===== config.mk =====
export PLATFORM = sky130hd
export DESIGN_NAME = mm_front
export DESIGN_NICKNAME = d
export VERILOG_FILES = /design/src/hdl/mm_pkg.sv /design/src/hdl/mm_fifo.sv /design/src/hdl/mm_front.sv
export SDC_FILE = /design/constraint.sdc
export NUM_CORES = 1
export LEC_CHECK = 0
export BUFFER_PORTS_ARGS = -buffer_cell sky130_fd_sc_hd__buf_2
export CAP_MARGIN = 20
export CORE_ASPECT_RATIO = 0.9
export CORE_UTILIZATION = 61
export CTS_CLUSTER_SIZE = 40
export DETAILED_ROUTE_END_ITERATION = 6
export PLACE_DENSITY = 0.94
export SYNTH_ARGS = -nofsm -noshare
export SYNTH_HDL_FRONTEND = slang
export SYNTH_SLANG_ARGS = --single-unit

===== constraint.sdc =====
create_clock -name clk -period 4 [get_ports clk]
set_clock_uncertainty 0.2 [all_clocks]
set_input_delay 1 -clock clk [delete_from_list [all_inputs] [get_ports clk]]
set_output_delay 1 -clock clk [all_outputs]
set_load 0.01 [all_outputs]

===== src/hdl/mm_pkg.sv =====
// ----------------------------------------------------------------------------
// mm_pkg
// Shared types and constants of the fixed-point matrix multiply block.
// ----------------------------------------------------------------------------
package mm_pkg;

	localparam int FIELD_W   = 32;	// width of value and product ports
	localparam int IDX_W     = 3;	// width of row / column ports
	localparam int CFG_W     = 4;	// width of a dimension register
	localparam int CFG_IDX_W = 2;	// width of the register index
	localparam int FRAC_BITS = 16;	// Q16.16
	localparam int CMD_DEPTH = 4;	// command queue between front and back
	localparam int RES_DEPTH = 4;	// result queue at the output

	localparam logic [CFG_W-1:0] DIM_RESET = 4'd8;

	// input mode codes
	localparam logic [1:0] MODE_WR_A    = 2'd0;
	localparam logic [1:0] MODE_WR_B    = 2'd1;
	localparam logic [1:0] MODE_COMPUTE = 2'd2;

	// configuration register indexes
	localparam logic [CFG_IDX_W-1:0] REG_ROWS_A     = 2'd0;
	localparam logic [CFG_IDX_W-1:0] REG_INNER_SIZE = 2'd1;
	localparam logic [CFG_IDX_W-1:0] REG_COLS_B     = 2'd2;

	typedef enum logic [1:0] {
		OP_WR_A,
		OP_WR_B,
		OP_COMPUTE
	} op_t;

	typedef struct packed {
		op_t               op;
		logic [IDX_W-1:0]  row;
		logic [IDX_W-1:0]  col;
		logic [FIELD_W-1:0] value;
	} cmd_t;

	typedef struct packed {
		logic [IDX_W-1:0]   row;
		logic [IDX_W-1:0]   col;
		logic [FIELD_W-1:0] product;
		logic               last;
	} res_t;

endpackage


===== src/hdl/mm_fifo.sv =====
// ----------------------------------------------------------------------------
// mm_fifo
// Small synchronous queue with fill count, used for commands and results.
// ----------------------------------------------------------------------------
module mm_fifo #(
	parameter int WIDTH = 8,
	parameter int DEPTH = 4
) (
	input  logic                       clk,
	input  logic                       arst_n,
	input  logic                       push,
	input  logic [WIDTH-1:0]           wdata,
	input  logic                       pop,
	output logic [WIDTH-1:0]           rdata,
	output logic                       full,
	output logic                       empty,
	output logic [$clog2(DEPTH+1)-1:0] count
);

	localparam int PW = $clog2(DEPTH);
	localparam int CW = $clog2(DEPTH + 1);

	logic [WIDTH-1:0] mem_q [DEPTH];
	logic [PW-1:0]    wr_ptr_q;
	logic [PW-1:0]    rd_ptr_q;
	logic [CW-1:0]    count_q;
	logic             do_push;
	logic             do_pop;

	assign full    = (count_q == CW'(DEPTH));
	assign empty   = (count_q == '0);
	assign count   = count_q;
	assign rdata   = mem_q[rd_ptr_q];
	assign do_push = push && !full;
	assign do_pop  = pop && !empty;

	always_ff @(posedge clk) begin
		if (do_push) begin
			mem_q[wr_ptr_q] <= wdata;
		end
	end

	always_ff @(posedge clk or negedge arst_n) begin
		if (!arst_n) begin
			wr_ptr_q <= '0;
			rd_ptr_q <= '0;
			count_q  <= '0;
		end else begin
			if (do_push) begin
				wr_ptr_q <= (wr_ptr_q == PW'(DEPTH - 1)) ? '0 : wr_ptr_q + 1'b1;
			end
			if (do_pop) begin
				rd_ptr_q <= (rd_ptr_q == PW'(DEPTH - 1)) ? '0 : rd_ptr_q + 1'b1;
			end
			case ({do_push, do_pop})
				2'b10:   count_q <= count_q + 1'b1;
				2'b01:   count_q <= count_q - 1'b1;
				default: count_q <= count_q;
			endcase
		end
	end

endmodule


===== src/hdl/mm_front.sv =====
// ----------------------------------------------------------------------------
// mm_front
// Accepts input items, drops unused modes and out-of-range writes, and
// queues the rest as commands for the back end.
// ----------------------------------------------------------------------------
module mm_front import mm_pkg::*; #(
	parameter int MAX_DIM = 8
) (
	input  logic               clk,
	input  logic               arst_n,
	input  logic               push,
	output logic               full,
	input  logic [1:0]         mode,
	input  logic [IDX_W-1:0]   row,
	input  logic [IDX_W-1:0]   col,
	input  logic [FIELD_W-1:0] value,
	output logic               cmd_valid,
	output cmd_t               cmd,
	input  logic               cmd_pop
);

	localparam logic [5:0] MAXD = 6'(MAX_DIM);

	cmd_t                           cmd_in;
	logic                           keep;
	logic                           in_range;
	logic                           cmd_empty;
	logic [$clog2(CMD_DEPTH+1)-1:0] cmd_count;

	assign in_range = ({3'b000, row} < MAXD) && ({3'b000, col} < MAXD);

	always_comb begin
		cmd_in.row   = row;
		cmd_in.col   = col;
		cmd_in.value = value;
		cmd_in.op    = OP_COMPUTE;
		keep         = 1'b0;
		case (mode)
			MODE_WR_A: begin
				cmd_in.op = OP_WR_A;
				keep      = in_range;
			end
			MODE_WR_B: begin
				cmd_in.op = OP_WR_B;
				keep      = in_range;
			end
			MODE_COMPUTE: begin
				cmd_in.op = OP_COMPUTE;
				keep      = 1'b1;
			end
			default: begin
				keep = 1'b0;
			end
		endcase
	end

	mm_fifo #(
		.WIDTH ($bits(cmd_t)),
		.DEPTH (CMD_DEPTH)
	) u_cmd_fifo (
		.clk    (clk),
		.arst_n (arst_n),
		.push   (push && keep),
		.wdata  (cmd_in),
		.pop    (cmd_pop),
		.rdata  (cmd),
		.full   (full),
		.empty  (cmd_empty),
		.count  (cmd_count)
	);

	assign cmd_valid = !cmd_empty;

`ifndef SYNTHESIS
	a_count_bound: assert property (@(posedge clk) disable iff (!arst_n)
		cmd_count <= ($clog2(CMD_DEPTH+1))'(CMD_DEPTH))
		else $error("command queue count out of bounds");
	a_drop_no_enq: assert property (@(posedge clk) disable iff (!arst_n)
		(push && !full && !keep) |=> (cmd_count == $past(cmd_count) - (($past(cmd_pop)
		&& $past(cmd_valid)) ? 1'b1 : 1'b0)))
		else $error("dropped item entered command queue");
	a_pop_valid: assert property (@(posedge clk) disable iff (!arst_n)
		cmd_pop |-> cmd_valid)
		else $error("command popped from empty queue");
`endif

endmodule


==> run metrics, run 1 <==
TritonCTS clock tree built; first-pass detailed-route iteration total 4; Netlist cell types 22; I/O pins 86; clock sink count 167; Leakage Power 2.63 nW; cts hold-fix bufs 0; critical path's top delay family flip-flops; antenna violations before repair 0; CP Buf/Inv Count 2; Worst-Skew Late Latency 0.41 ns; routed len/inst 22.1 um; maxcap violations 0; final setup TNS 0 ns; relative slew slack 59.0%; Post-CTS Repair Setup Buffers 0; Post-Syn Area per Cell 24.9 um^2; clock root cell clkbuf_16; Max VDD drop 0.509 mV; Worst Tran Pin Value 0.615 ns; Initial Util 63.9%; Syn Nets 304; Antenna Nets Post-Route 0; sequential area share after synthesis 78.9%; slowest stage delay, CP 0.76 ns; Hold Path Class primary input to asynchronous set/reset pin; gpl congestion 0.685; post-detail-place hpwl 6510 um; Ant. Diodes 0; Iter 0 DRT Violations 124; status finished, final reports clean; Die Y 98.5 um; Port Buffers 85; clk slew on worst S/H paths 0.06 ns; Startpoint Class flop; RSZ-0062 raised after global routing false; Final Hold Vio Count 0; DIE AREA 10800 um^2; Power Density 725 nW/um^2; Warnings, synthesis 0; largest net degree at the start of global routing 28; CP Max Fanout 25; grt total ovfl 0; vias in the first global route 3059; part of the cycle the worst path needs 86.4%; share of cells above drive strength 1 47.3%; Crit-path slowest cell dfrtp_2; Max Transition Viols Final 0; post_cts resized 0; area grow syn2layout 18.1%; FP Rows 34; drt total wl 10900 um; via count 2862; critical path class flop to output pin; Die Wd 109 um; critical path arrival 2.26 ns; CTS max path bufs 2; Cell Area, Synth 6310 um^2; NumNets Final 405; Layout Cell Area excl Fill 7450 um^2; crit-path cells buf_12 > mux4_1 > buf_2; GRT Total Usage 22.4%; Vias/cell 5.82; Max Freq 0.289 GHz; H-tree Lvls 4; min Tclk post-route 3.46 ns; dpl cell area 6890 um^2; DRC 0; final setup fails 0; CP Capture Type output pin; Crit path required time 2.80 ns; Yosys reg bits 167; Core Area 9870 um^2; cts bufs inserted 17; global-route wire length before repair 16700 um; Syn Inst Count 253
-- registers in the layout, indices dropped and copies added, names as in the netlist --
signal               cells
u_cmd_fifo.mem_q       160
u_cmd_fifo.count         3
u_cmd_fifo.rd_ptr_q      2
u_cmd_fifo.wr_ptr_q      2
-- final timing paths --
kind	start	endpoint	depth (start not counted)	slack, ns
setup / recovery	u_cmd_fifo.rd_ptr_q[0]	cmd[34]	3	0.54
hold / removal	arst_n	u_cmd_fifo.count[0]	1	0.22
setup reg to reg	u_cmd_fifo.count[2]	u_cmd_fifo.mem_q[1][14]	4	1.64
hold reg to reg	u_cmd_fifo.count[2]	u_cmd_fifo.count[2]	1	0.30
max in group asynchronous	arst_n	u_cmd_fifo.rd_ptr_q[0]	1	3.19
min in group clk	u_cmd_fifo.count[2]	u_cmd_fifo.count[2]	1	0.30
-- routing by layer --
metal  vias to the layer above  track usage, %  wire length, um
met2                        96            36.9             5800
met1                      1489            29.0             4310
met5                         -               0                0
li1                       1258               -                -
met3                        19            5.75              584
met4                         0            8.51              173
-- cell usage after synthesis (all sizes together) --
cell	count	area (um^2)
edfxtp	160	4800
mux4	40	908
buf	9	111
inv	8	30.0
dfrtp	7	175
ha	6	75.1
and2	4	25.0
mux2	4	45.0
nor2	3	11.3
clkbuf	2	7.51
xor2	2	17.5
a211oi	1	20.0
fa	1	20.0
mux2i	1	10.0
nand2	1	11.3
nor2b	1	6.26
nor3b	1	12.5
or3	1	11.3
xnor2	1	8.76
-- report_power, final --
| group | internal (mW) | total [mW] | switching (mW) |
|---|---|---|---|
| Clock | 0.912 | 1.54 | 0.628 |
| Sequential | 2.23 | 2.41 | 0.172 |
| Combinational | 0.737 | 1.45 | 0.718 |
| Total | 3.88 | 5.40 | 1.52 |
-- area by class of cell --
cell class / count / area [um^2]
sequential: 167 / 4980
fill: 554 / 2420
multi-input combinational: 67 / 1190
timing repair buffer: 93 / 536
clock buffer: 18 / 429
tap: 126 / 158
clock inverter: 13 / 130
inverter: 8 / 30.0
-- cell usage in the layout, fill, tap and decap left out, types with 2 or more instances in the layout --
cell type / n
mux4_2: 38
ha_1: 6
dfrtp_1: 5
buf_4: 4
buf_2: 85
inv_6: 2
bufinv_16: 2
mux2_2: 4
clkinv_4: 2
and2_2: 4
mux4_1: 2
xor2_1: 2
inv_1: 8
dfrtp_2: 2
buf_12: 4
clkinv_2: 4
nor2_1: 3
clkbuf_16: 17
edfxtp_1: 160
clkinv_1: 2
-- metrics by stage --
stage | setup slack, ns | cells | hold WS, ns | total power, mW | utilization [%]
after CTS | 0.472 | 492 | 0.215 | 5.46 | 75.5
after floorplan | 1.04 | 253 | 0.254 | 3.44 | -
after detailed placement | 0.938 | 461 | 0.297 | 3.91 | 69.8
final | 0.543 | 492 | 0.220 | 5.40 | 75.5
after global placement | 0.957 | 461 | 0.272 | 3.84 | 69.8
after global routing | 0.410 | 492 | 0.215 | 5.64 | 75.5
-- kinds of logic (layout without fill, tap and decap cells) --
kind of cell             count (synthesis)  after routing  share of synthesized area (%)
multiplexers                            45             45                           15.3
XOR/XNOR                                 3              3                          0.416
AND/OR/NAND/NOR                         11             11                           1.23
buffers and inverters                   19            132                           2.36
flip-flops                             167            167                           78.9
AO/OA/AOI/OAI                            1              1                          0.317
adder cells (fa/ha/maj)                  7              7                           1.51
(Power assumes the default switching activity.)
==> inputs of run 2 (changes only) <==
Settings changed: CELL_PAD_IN_SITES_DETAIL_PLACEMENT set to 1, CELL_PAD_IN_SITES_GLOBAL_PLACEMENT set to 2, CORE_UTILIZATION 61 to 48.
==> run metrics, run 2 (synthesis results as in run 1) <==
status finished, final reports clean; met2 wire len 5690 um; final setup fails 0; Worst Tran Pin Value 1.07 ns; met1 wire length 4740 um; critical path class flop to output pin; via count 2799; reg2reg start u_cmd_fifo.count[2]; Final Worst Setup Slack 0.511 ns; post_cts resized 0; leading cell type in the layout, fill and taps excluded edfxtp_1; Int Power 4.03 mW; Post-CTS Repair Setup Buffers 0; final core occ 58.9%; Startpoint Class flop; final setup TNS 0 ns; Iter 0 DRT Violations 201; first-pass detailed-route iteration total 4; Vias/cell 5.32; global-route wire length before repair 17200 um; RSZ-0062 raised after global routing false; DIE AREA 13600 um^2; Initial Util 49.6%; vias in the first global route 3078; gpl congestion 0.671; TritonCTS clock tree built; Net Sw Power 1.48 mW; share of total power in sequential cells 46.1%; share of cells above drive strength 1 46.1%; clk slew on worst S/H paths 0.06 ns; largest net degree at the start of global routing 44; max reg flops 160; Largest Register u_cmd_fifo.mem_q; critical path arrival 2.29 ns; worst slack at placement 0.869 ns; CP Max Fanout 43; relative slew slack 28.4%; antenna violations before repair 0; GRT Total Usage 17.9%; Worst-Skew Late Latency 0.41 ns; Leakage Power 2.63 nW; DRC 0; Antenna Nets Post-Route 0; drt total wl 11000 um; post-detail-place hpwl 6710 um; min Tclk post-route 3.49 ns; WHS 0.220 ns; clock root cell clkbuf_16; clock sink count 167; FP Rows 39; area grow syn2layout 18.9%; top routing layer used met4; CTS max path bufs 2; commonest non-fill, non-tap cells in the layout edfxtp_1 (160), buf_2 (85), mux4_2 (38), clkbuf_16 (17), inv_1 (8); Ant. Diodes 0; Crit path required time 2.80 ns; Hold Path Class primary input to asynchronous set/reset pin; grt total ovfl 0; Sw Share 26.9%; cts bufs inserted 17; Die Y 111 um; Max VDD drop 0.495 mV; H-tree Lvls 4; Pwr Total 5.51 mW; Max Freq 0.287 GHz; Critical Path Source u_cmd_fifo.rd_ptr_q[0]; NumNets Final 401; cts hold-fix bufs 0; Core Area 12700 um^2; Max Transition Viols Final 0; clock power share 30.8%; Port Buffers 85; Die Wd 123 um; I/O pins 86; met3 WL post-DR 480 um; Combinational Power Share 23.2%; routed len/inst 21.0 um; maxcap violations 0; part of the cycle the worst path needs 87.2%; Power Density 734 nW/um^2; Final Hold Vio Count 0; CP Capture Type output pin
## run 2: layout make-up
cell class                 instances  area [um^2]
fill                            1074         5230
timing repair buffer              89          480
inverter                           8         30.0
sequential                       167         4980
clock inverter                    13          185
clock buffer                      18          429
multi-input combinational         67         1190
tap                              164          205
## run 2: final timing paths
kind	end	slack, ns	cells past startpoint
worst max-delay path	cmd[34]	0.51	2
worst min-delay path	u_cmd_fifo.count[0]	0.22	1
worst max register to register	u_cmd_fifo.mem_q[0][20]	1.73	4
worst min register to register	u_cmd_fifo.count[2]	0.31	1
max in group asynchronous	u_cmd_fifo.rd_ptr_q[0]	3.19	1
min in group clk	u_cmd_fifo.count[2]	0.31	1
## run 2: critical path, cell delays in order, from the launching register on
cell and delay (ns):
dfrtp_4 0.99, mux4_1 0.70, buf_2 0.17
## run 2: stage by stage
stage,std cells,area (um^2)
6_report,526,7500
2_1_floorplan,253,6310
4_1_cts,526,7500
5_1_grt,526,7500
3_5_place_dp,495,6890
3_3_place_gp,495,6890
## run 2: power by group through the flow
stage                     sequential (mW)  combinational [mW]  clock [mW]
final                                2.54                1.28        1.70
after global routing                 2.59                1.39        1.79
after CTS                            2.56                1.31        1.73
after detailed placement             2.59                1.31           0
after global placement               2.56                1.27           0
after floorplan                      2.33                1.11           0
## run 2: layer usage
| layer | up-vias | global-route usage (%) |
|---|---|---|
| met2 | 64 | 29.6 |
| met4 | 0 | 6.34 |
| met1 | 1476 | 22.7 |
| met5 | - | 0 |
| li1 | 1247 | - |
| met3 | 12 | 4.94 |
